[src/design/radial_sweep_pixel_inverter_macros.svh]
// Assertion macros shared by the sweep inverter RTL.
`ifndef RADIAL_SWEEP_PIXEL_INVERTER_MACROS_SVH
`define RADIAL_SWEEP_PIXEL_INVERTER_MACROS_SVH

// The consequent must hold in the same cycle as the antecedent.
`define RSPI_ASSERT_SAME(label, ante, cons, msg) \
    label: assert property (@(posedge i_clk) disable iff (!i_rst_n) (ante) |-> (cons)) \
        else $error(msg);

// The consequent must hold in the cycle after the antecedent.
`define RSPI_ASSERT_NEXT(label, ante, cons, msg) \
    label: assert property (@(posedge i_clk) disable iff (!i_rst_n) (ante) |=> (cons)) \
        else $error(msg);

`endif

[src/design/rspi_pkg.sv]
package rspi_pkg;

    // Frame geometry.
    localparam int FRAME_WIDTH  = 144;
    localparam int FRAME_HEIGHT = 168;
    localparam int HALF_W       = FRAME_WIDTH / 2;
    localparam int HALF_H       = FRAME_HEIGHT / 2;

    // Datapath widths: 9-bit signed row offset, Q4.12 cotangent, product and edge column.
    localparam int DY_W     = 9;
    localparam int COT_W    = 17;
    localparam int COT_FRAC = 12;
    localparam int PROD_W   = DY_W + COT_W;
    localparam int EDGE_W   = PROD_W - COT_FRAC + 1;

    // Seconds per minute and the quadrant boundaries of the sweep.
    localparam logic [5:0] SEC_WRAP = 6'd60;
    localparam logic [5:0] SEC_Q1   = 6'd15;
    localparam logic [5:0] SEC_Q2   = 6'd30;
    localparam logic [5:0] SEC_Q3   = 6'd45;

    // Configuration register indexes.
    localparam logic [2:0] REG_DAY_PRIMARY     = 3'd0;
    localparam logic [2:0] REG_DAY_SECONDARY   = 3'd1;
    localparam logic [2:0] REG_NIGHT_PRIMARY   = 3'd2;
    localparam logic [2:0] REG_NIGHT_SECONDARY = 3'd3;
    localparam logic [2:0] REG_NIGHT_ENABLE    = 3'd4;
    localparam logic [2:0] REG_NIGHT_START     = 3'd5;
    localparam logic [2:0] REG_NIGHT_END       = 3'd6;

    // Configuration register contents.
    typedef struct packed {
        logic [7:0]  day_primary;
        logic [7:0]  day_secondary;
        logic [7:0]  night_primary;
        logic [7:0]  night_secondary;
        logic        night_enable;
        logic [10:0] night_start;
        logic [10:0] night_end;
    } t_cfg;

    // Active color pair after the day/night and odd-minute choice.
    typedef struct packed {
        logic [7:0] pri;
        logic [7:0] sec;
    } t_pair;

    // Cotangent of the sweep angle per second, signed Q4.12.
    function automatic logic signed [COT_W-1:0] cot_lookup(input logic [5:0] s);
        logic signed [COT_W-1:0] v;
        case (s)
            6'd1:  v = -17'sd431;
            6'd2:  v = -17'sd871;
            6'd3:  v = -17'sd1331;
            6'd4:  v = -17'sd1824;
            6'd5:  v = -17'sd2365;
            6'd6:  v = -17'sd2976;
            6'd7:  v = -17'sd3688;
            6'd8:  v = -17'sd4549;
            6'd9:  v = -17'sd5638;
            6'd10: v = -17'sd7094;
            6'd11: v = -17'sd9200;
            6'd12: v = -17'sd12606;
            6'd13: v = -17'sd19270;
            6'd14: v = -17'sd38971;
            6'd16: v = 17'sd38971;
            6'd17: v = 17'sd19270;
            6'd18: v = 17'sd12606;
            6'd19: v = 17'sd9200;
            6'd20: v = 17'sd7094;
            6'd21: v = 17'sd5638;
            6'd22: v = 17'sd4549;
            6'd23: v = 17'sd3688;
            6'd24: v = 17'sd2976;
            6'd25: v = 17'sd2365;
            6'd26: v = 17'sd1824;
            6'd27: v = 17'sd1331;
            6'd28: v = 17'sd871;
            6'd29: v = 17'sd431;
            6'd31: v = -17'sd431;
            6'd32: v = -17'sd871;
            6'd33: v = -17'sd1331;
            6'd34: v = -17'sd1824;
            6'd35: v = -17'sd2365;
            6'd36: v = -17'sd2976;
            6'd37: v = -17'sd3688;
            6'd38: v = -17'sd4549;
            6'd39: v = -17'sd5638;
            6'd40: v = -17'sd7094;
            6'd41: v = -17'sd9200;
            6'd42: v = -17'sd12606;
            6'd43: v = -17'sd19270;
            6'd44: v = -17'sd38971;
            6'd46: v = 17'sd38971;
            6'd47: v = 17'sd19270;
            6'd48: v = 17'sd12606;
            6'd49: v = 17'sd9200;
            6'd50: v = 17'sd7094;
            6'd51: v = 17'sd5638;
            6'd52: v = 17'sd4549;
            6'd53: v = 17'sd3688;
            6'd54: v = 17'sd2976;
            6'd55: v = 17'sd2365;
            6'd56: v = 17'sd1824;
            6'd57: v = 17'sd1331;
            6'd58: v = 17'sd871;
            6'd59: v = 17'sd431;
            default: v = '0;
        endcase
        return v;
    endfunction

endpackage

[src/design/radial_sweep_pixel_inverter.sv]
// Throughput: one request per cycle unless i_stall holds the pipeline; the three
// register stages are the lookup, the 9x17 multiply, and the edge compare with the
// color swap, which loads the output register.
// Reset (synchronous, active low) empties the pipeline and loads the default
// day and night colors and night window.
module radial_sweep_pixel_inverter
    import rspi_pkg::*;
(
    input  logic        i_clk,
    input  logic        i_rst_n,
    input  logic        i_cfg_we,
    input  logic [2:0]  i_cfg_index,
    input  logic [10:0] i_cfg_data,
    input  logic        i_valid,
    output logic        o_stall,
    input  logic [7:0]  i_pixel_x,
    input  logic [7:0]  i_pixel_y,
    input  logic [5:0]  i_second,
    input  logic [4:0]  i_hour,
    input  logic [5:0]  i_minute,
    input  logic [7:0]  i_colour_in,
    output logic        o_valid,
    input  logic        i_stall,
    output logic [7:0]  o_colour_out,
    output logic        o_inverted
);

`include "radial_sweep_pixel_inverter_macros.svh"

    // Configuration registers.
    t_cfg r_cfg;

    always_ff @(posedge i_clk) begin
        if (!i_rst_n) begin
            r_cfg.day_primary     <= 8'd195;
            r_cfg.day_secondary   <= 8'd255;
            r_cfg.night_primary   <= 8'd213;
            r_cfg.night_secondary <= 8'd192;
            r_cfg.night_enable    <= 1'b0;
            r_cfg.night_start     <= 11'd1408;
            r_cfg.night_end       <= 11'd384;
        end else if (i_cfg_we) begin
            case (i_cfg_index)
                REG_DAY_PRIMARY:     r_cfg.day_primary     <= i_cfg_data[7:0];
                REG_DAY_SECONDARY:   r_cfg.day_secondary   <= i_cfg_data[7:0];
                REG_NIGHT_PRIMARY:   r_cfg.night_primary   <= i_cfg_data[7:0];
                REG_NIGHT_SECONDARY: r_cfg.night_secondary <= i_cfg_data[7:0];
                REG_NIGHT_ENABLE:    r_cfg.night_enable    <= i_cfg_data[0];
                REG_NIGHT_START:     r_cfg.night_start     <= i_cfg_data;
                REG_NIGHT_END:       r_cfg.night_end       <= i_cfg_data;
                default: ;
            endcase
        end
    end

    // Stage enables: a stage loads when it is empty or its contents move on.
    logic r_v1, r_v2, r_v3;
    logic en1, en2, en3;

    assign en3     = !r_v3 || !i_stall;
    assign en2     = !r_v2 || en3;
    assign en1     = !r_v1 || en2;
    assign o_stall = !en1;

    always_ff @(posedge i_clk) begin
        if (!i_rst_n) begin
            r_v1 <= 1'b0;
            r_v2 <= 1'b0;
            r_v3 <= 1'b0;
        end else begin
            if (en1) r_v1 <= i_valid;
            if (en2) r_v2 <= r_v1;
            if (en3) r_v3 <= r_v2;
        end
    end

    // Stage 1: wrap the second, offset the row, look up the cotangent, pick colors.
    t_pair                   pair;
    logic [5:0]              n_s1;
    logic signed [DY_W-1:0]  n_dy1;
    logic                    n_top1;
    logic                    n_left1;

    rspi_scheme u_scheme (
        .i_cfg    (r_cfg),
        .i_hour   (i_hour),
        .i_minute (i_minute),
        .o_pair   (pair)
    );

    assign n_s1    = (i_second >= SEC_WRAP) ? i_second - SEC_WRAP : i_second;
    assign n_dy1   = $signed({1'b0, i_pixel_y}) - $signed(DY_W'(HALF_H));
    assign n_top1  = {1'b0, i_pixel_y} <= DY_W'(HALF_H);
    assign n_left1 = {1'b0, i_pixel_x} <= DY_W'(HALF_W);

    logic [7:0]              r_x1;
    logic signed [DY_W-1:0]  r_dy1;
    logic signed [COT_W-1:0] r_cot1;
    logic [5:0]              r_s1;
    logic                    r_top1;
    logic                    r_left1;
    logic [7:0]              r_cin1;
    t_pair                   r_pair1;

    always_ff @(posedge i_clk) begin
        if (en1) begin
            r_x1    <= i_pixel_x;
            r_dy1   <= n_dy1;
            r_cot1  <= cot_lookup(n_s1);
            r_s1    <= n_s1;
            r_top1  <= n_top1;
            r_left1 <= n_left1;
            r_cin1  <= i_colour_in;
            r_pair1 <= pair;
        end
    end

    // Stage 2: row offset times cotangent.
    logic signed [PROD_W-1:0] n_p2;
    assign n_p2 = PROD_W'(r_dy1) * PROD_W'(r_cot1);

    logic signed [PROD_W-1:0] r_p2;
    logic [7:0]               r_x2;
    logic [5:0]               r_s2;
    logic                     r_top2;
    logic                     r_left2;
    logic [7:0]               r_cin2;
    t_pair                    r_pair2;

    always_ff @(posedge i_clk) begin
        if (en2) begin
            r_p2    <= n_p2;
            r_x2    <= r_x1;
            r_s2    <= r_s1;
            r_top2  <= r_top1;
            r_left2 <= r_left1;
            r_cin2  <= r_cin1;
            r_pair2 <= r_pair1;
        end
    end

    // Stage 3: scale toward zero, place the edge, test the quadrant, swap the color.
    logic signed [PROD_W-1:0] p_adj;
    logic signed [EDGE_W-1:0] xi;
    logic signed [EDGE_W-1:0] x_s;
    logic                     x_lt_edge;
    logic                     x_in_frame;
    logic                     x_pos;
    logic                     n_inv3;
    logic [7:0]               n_colour3;

    // Negative products get a bias so the shift truncates toward zero.
    assign p_adj = r_p2 + (r_p2[PROD_W-1] ? PROD_W'((1 << COT_FRAC) - 1) : '0);
    assign xi    = $signed({p_adj[PROD_W-1], p_adj[PROD_W-1:COT_FRAC]})
                 + $signed(EDGE_W'(HALF_W));
    assign x_s   = $signed({{(EDGE_W-8){1'b0}}, r_x2});

    assign x_lt_edge  = x_s < xi;
    assign x_in_frame = {1'b0, r_x2} < 9'(FRAME_WIDTH);
    assign x_pos      = r_x2 != 8'd0;

    always_comb begin
        n_inv3 = 1'b0;
        if (r_s2 != 6'd0) begin
            if (r_top2 && !r_left2) begin
                n_inv3 = (r_s2 >= SEC_Q1) || (x_pos && x_lt_edge);
            end else if (!r_top2 && !r_left2) begin
                n_inv3 = (r_s2 >= SEC_Q2) || (r_s2 > SEC_Q1 && x_in_frame && !x_lt_edge);
            end else if (!r_top2 && r_left2) begin
                n_inv3 = (r_s2 >= SEC_Q3) || (r_s2 > SEC_Q2 && x_in_frame && !x_lt_edge);
            end else begin
                n_inv3 = (r_s2 > SEC_Q3) && x_pos && x_lt_edge;
            end
        end
    end

    assign n_colour3 = !n_inv3 ? r_cin2
                     : (r_cin2 == r_pair2.pri) ? r_pair2.sec : r_pair2.pri;

    logic [7:0] r_colour3;
    logic       r_inv3;

    always_ff @(posedge i_clk) begin
        if (en3) begin
            r_colour3 <= n_colour3;
            r_inv3    <= n_inv3;
        end
    end

    assign o_valid      = r_v3;
    assign o_colour_out = r_colour3;
    assign o_inverted   = r_inv3;

    // Checks on the pipeline control and the zero-second rule.
    `RSPI_ASSERT_SAME(a_stall_only_full, o_stall, r_v1 && r_v2 && r_v3,
        "input stalled while the pipeline has a free stage")
    `RSPI_ASSERT_NEXT(a_request_enters, i_valid && !o_stall, r_v1,
        "accepted request did not enter stage 1")
    `RSPI_ASSERT_NEXT(a_stage2_moves, r_v2 && en3, r_v3,
        "stage 2 result lost on its way to the output")
    `RSPI_ASSERT_NEXT(a_second_zero, r_v2 && en3 && r_s2 == 6'd0, !o_inverted,
        "pixel inverted at second zero")

endmodule

[src/design/rspi_scheme.sv]
module rspi_scheme
    import rspi_pkg::*;
(
    input  t_cfg       i_cfg,
    input  logic [4:0] i_hour,
    input  logic [5:0] i_minute,
    output t_pair      o_pair
);

    logic [4:0] start_h;
    logic [5:0] start_m;
    logic [4:0] end_h;
    logic [5:0] end_m;
    logic       is_day;
    logic       odd;
    logic [7:0] base_pri;
    logic [7:0] base_sec;

    // Split the night window into hour and minute.
    assign start_h = i_cfg.night_start[10:6];
    assign start_m = i_cfg.night_start[5:0];
    assign end_h   = i_cfg.night_end[10:6];
    assign end_m   = i_cfg.night_end[5:0];

    // Day holds from the night end up to the night start, or always when night is off.
    assign is_day = !i_cfg.night_enable
                 || (i_hour == end_h && i_minute >= end_m)
                 || (i_hour > end_h && i_hour < start_h)
                 || (i_hour == start_h && i_minute < start_m);

    assign base_pri = is_day ? i_cfg.day_primary   : i_cfg.night_primary;
    assign base_sec = is_day ? i_cfg.day_secondary : i_cfg.night_secondary;

    // Odd minutes swap the two colors.
    assign odd        = i_minute[0];
    assign o_pair.pri = odd ? base_sec : base_pri;
    assign o_pair.sec = odd ? base_pri : base_sec;

endmodule
[config.mk]
export PLATFORM = sky130hd
export DESIGN_NAME = radial_sweep_pixel_inverter
export DESIGN_NICKNAME = d
export VERILOG_FILES = /design/src/design/rspi_pkg.sv /design/src/design/radial_sweep_pixel_inverter.sv /design/src/design/rspi_scheme.sv
export VERILOG_INCLUDE_DIRS = /design/src /design/src/design
export SDC_FILE = /design/constraint.sdc
export NUM_CORES = 1
export LEC_CHECK = 0
export BUFFER_PORTS_ARGS = -buffer_cell sky130_fd_sc_hd__buf_2
export CORE_ASPECT_RATIO = 1.4
export CORE_MARGIN = 10
export CORE_UTILIZATION = 63
export CTS_CLUSTER_SIZE = 40
export DETAILED_ROUTE_END_ITERATION = 8
export PLACE_DENSITY_LB_ADDON = 0.2
export SYNTH_ARGS = -nofsm -noshare
export SYNTH_HDL_FRONTEND = slang
export SYNTH_SLANG_ARGS = --single-unit
export TNS_END_PERCENT = 50
[constraint.sdc]
create_clock -name i_clk -period 8.6 [get_ports i_clk]
set_input_delay 0.86 -clock i_clk [delete_from_list [all_inputs] [get_ports i_clk]]
set_output_delay 0.86 -clock i_clk [all_outputs]
set_load 0.02 [all_outputs]
==> impl_metrics.py <==
metrics = {
    "run_status": {
        "status": "finished, final reports clean",
    },
    "global_routing": {
        "grt.total_usage_pct": 23.6,
        "antenna_found_initial": 4,
        "top_usage_layer": "met2",
        "grt_pass1_vias": 11700,
        "use_met2_pct": 43.1,
        "grt_pass1_wl_mm": 58.2,
        "grt.met1_usage_pct": 25.7,
        "overflow": 0,
        "grt_max_degree": 68,
        "met3_usage_pct": 4.59,
    },
    "placement": {
        "gp_congestion": 0.967,
        "io_buffer_count": 70,
        "dp_hpwl_mm": 27.1,
        "dp_slack_ns": 1.91,
        "post_dp_cell_area_um2": 15900,
    },
    "critical_path": {
        "crit_path_max_fanout": 17,
        "r2r-start": "r_dy1[8]",
        "r2r-end": "r_p2[25]",
        "cp_slowest_stage_delay_ns": 0.79,
        "crit_chain": "nand2b_1 -> fa_1 -> fa_1 -> inv_1 -> fa_1 -> fa_1 -> fa_1 -> ha_1 -> a21oi_1 -> o21bai_1 -> a21oi_1 -> o21bai_1 -> a21oi_1 -> o21ai_1 -> a2111oi_1 -> o31ai_1 -> o41a_1 -> mux2i_1 -> nand4_1",
        "worstPathArrival_ns": 6.92,
        "required_ns": 8.80,
        "r2r_setup_slack_ns": 1.88,
        "startpoint_type": "flip-flop",
        "worstSetupPathType": "flip-flop to flip-flop",
        "crit_path_top_delay_cell": "edfxtp_1",
        "critPathCaptureType": "flip-flop",
        "path_common_cell": "fa_1",
        "ff2ff_path_depth": 19,
    },
    "power": {
        "leakagePower_nw": 7.05,
        "ir_drop_v": 0.000268,
        "power_density_nw_per_um2": 392,
    },
    "floorplan": {
        "start_util_pct": 63.9,
        "row_count": 67,
        "die_w_um": 152,
        "chipHeight_um": 205,
        "pin_count": 71,
        "dieArea_um2": 31000,
        "fp.coreArea_um2": 24000,
    },
    "timing": {
        "rsz0062_at_grt": "false",
        "finalHoldViolations": 0,
        "whs_ns": 0.418,
        "drv_slew": 0,
        "setup_viol": 0,
        "max_freq_mhz": 149,
        "slew_headroom_pct": 23.1,
        "period_minus_slack_ns": 6.72,
        "clock-skew-final_ns": 0.0146,
        "worst_slew_pin_slew_ns": 1.15,
        "period_share_pct": 78.2,
        "tns_ns": 0,
        "final.setup.worst_slack_ns": 1.88,
    },
    "layout": {
        "final_area_um2": 16500,
        "post-route-util_pct": 68.7,
        "syn2layout_area_growth_pct": 7.45,
        "final_nets": 1857,
        "layout-drive-gt1-share_pct": 9.56,
    },
    "synthesis": {
        "ys_seq_area_share_pct": 35.2,
        "synthArstFlopShare_pct": 0,
        "synth_fp_nets": 1831,
        "syn_area_um2": 15300,
        "synth_seq_cells": 199,
        "ys_types": 74,
        "synth_edf_count": 141,
        "ys_warn_count": 0,
        "synth_ff_type": "edfxtp_1",
        "synth_cells": 1540,
        "synth_area_per_cell_um2": 9.95,
    },
    "hold_path": {
        "hold_class": "flip-flop to flip-flop",
        "hold_depth": 0,
        "min_to": "r_pair2[2]",
        "min_from": "r_pair1[2]",
    },
    "clock_network": {
        "clk_pin_slew_ns": 0.08,
        "cts_tree": "built",
        "post_cts_resized": 0,
        "numCtsBuffers": 17,
        "clock_latency_ns": 0.45,
        "clockBufferDepth": 2,
        "cts_setup_buffers": 0,
        "cts-root-buf": "clkbuf_16",
        "hold_buffers": 0,
        "h-tree-depth": 4,
        "cts_sinks": 199,
    },
    "run": {
        "maxCapViolations": 0,
    },
    "route": {
        "post-route-drc-count": 0,
        "drt-initial-drc-count": 824,
        "dr.pass1.iters": 6,
        "vias": 11200,
        "antenna_left": 0,
        "wirelength_mm": 35.4,
        "wl_per_cell_um": 18.7,
        "vias_per_cell": 5.94,
    },
}
-- registers in the layout, indices dropped and copies added, names as in the netlist --
| signal | count |
|---|---|
| r_p2 | 26 |
| r_x1 | 8 |
| r_s2 | 6 |
| r_cot1 | 17 |
| r_top1 | 1 |
| r_left1 | 1 |
| o_valid | 1 |
| r_v2 | 1 |
| o_colour_out | 8 |
| r_top2 | 1 |
| r_x2 | 8 |
| r_cin2 | 8 |
| o_inverted | 1 |
| r_s1 | 6 |
| r_left2 | 1 |
| r_pair2 | 16 |
| r_cfg | 55 |
| r_pair1 | 16 |
| r_v1 | 1 |
| r_dy1 | 9 |
| r_cin1 | 8 |
-- synthesized netlist by cell type, types with 5 or more instances --
master | count | share of area [%]
nor2b_1 | 11 | 0.45
a311oi_1 | 5 | 0.29
nand2b_1 | 24 | 0.98
o311ai_0 | 11 | 0.63
inv_1 | 140 | 3.4
a21oi_1 | 60 | 2.0
edfxtp_1 | 141 | 28
o21bai_1 | 5 | 0.25
xnor2_1 | 38 | 2.2
mux2_2 | 8 | 0.59
and2_1 | 60 | 2.5
nor3_1 | 20 | 0.65
a31oi_1 | 7 | 0.29
mux2_4 | 8 | 0.78
nor2_1 | 64 | 1.6
xor2_1 | 8 | 0.46
ha_1 | 105 | 8.6
nand2_1 | 255 | 6.2
and3_1 | 8 | 0.33
fa_1 | 126 | 16
nand3_1 | 42 | 1.4
or3_1 | 8 | 0.33
mux2i_1 | 43 | 2.8
a211oi_1 | 10 | 0.49
clkbuf_1 | 64 | 1.6
o211ai_1 | 12 | 0.59
o21ai_0 | 52 | 1.7
o22ai_1 | 7 | 0.29
nand4_1 | 9 | 0.37
dfxtp_1 | 58 | 7.6
a21boi_0 | 34 | 1.7
o21a_1 | 6 | 0.29
o31ai_1 | 6 | 0.29
a21o_1 | 9 | 0.44
-- layer usage --
metal | vias up | part of all wire (%)
met2 | 351 | 54
met5 | - | 0.079
met4 | 4 | 3.4
met3 | 85 | 5.3
met1 | 5464 | 37
li1 | 5332 | -
-- worst max path at each step --
stage,startpoint,endpoint,cells after the start
2_1_floorplan,r_dy1[1],r_p2[25],25
3_3_place_gp,r_dy1[8],r_p2[25],19
3_5_place_dp,r_dy1[8],r_p2[25],19
4_1_cts,r_dy1[8],r_p2[25],19
5_1_grt,r_dy1[2],r_p2[25],23
6_report,r_dy1[8],r_p2[25],19
-- worst max-delay path: cells and delay by family (launching register included) --
kind                     cells  cell delay (ns)
adder cells (fa/ha/maj)      6             2.93
multiplexers                 1             0.17
flip-flops                   1             0.79
AO/OA/AOI/OAI                9             2.28
AND/OR/NAND/NOR              2             0.26
buffers and inverters        1             0.05
-- cells in the final DEF (no fill, tap or decap), drive strengths merged, types with 24 or more instances in the layout --
master	count
buf	79
o21ai	56
a21boi	34
dfxtp	58
nor2	64
xnor2	38
nand2b	24
nand3	42
fa	126
mux2i	43
nand2	255
a21oi	62
ha	105
edfxtp	141
and2	63
inv	149
-- per-stage QoR --
stage	cells	total power, mW
after floorplan	1540	4.77
after global placement	1857	5.48
after detailed placement	1857	5.64
after CTS	1889	6.50
after global routing	1889	7.15
final	1891	6.45
-- final cells by class --
cell class,instances,area (um2)
diodes,2,5.00
clock buffers,17,425
well taps,310,388
flip-flops and latches,199,5400
inverters,145,544
repair buffers,79,418
clock inverters,15,173
multi-input cells,1124,9110
fillers,1860,7510
-- power breakdown --
group          internal [mW]  total (mW)  leakage, nW  switching, mW
combinational           1.90        4.15         4.84           2.25
sequential              1.36        1.51         1.93          0.149
clock                  0.391       0.793        0.284          0.402
total                   3.65        6.45         7.05           2.80
-- logic make-up after synthesis --
| logic type | share of synthesized area (%) |
|---|---|
| compound gates | 11.8 |
| flops | 35.2 |
| simple gates | 15.6 |
| fa+ha+maj | 25.1 |
| buf+inv | 5.39 |
| mux | 4.18 |
| xor+xnor | 2.63 |
(Power assumes the default switching activity.)
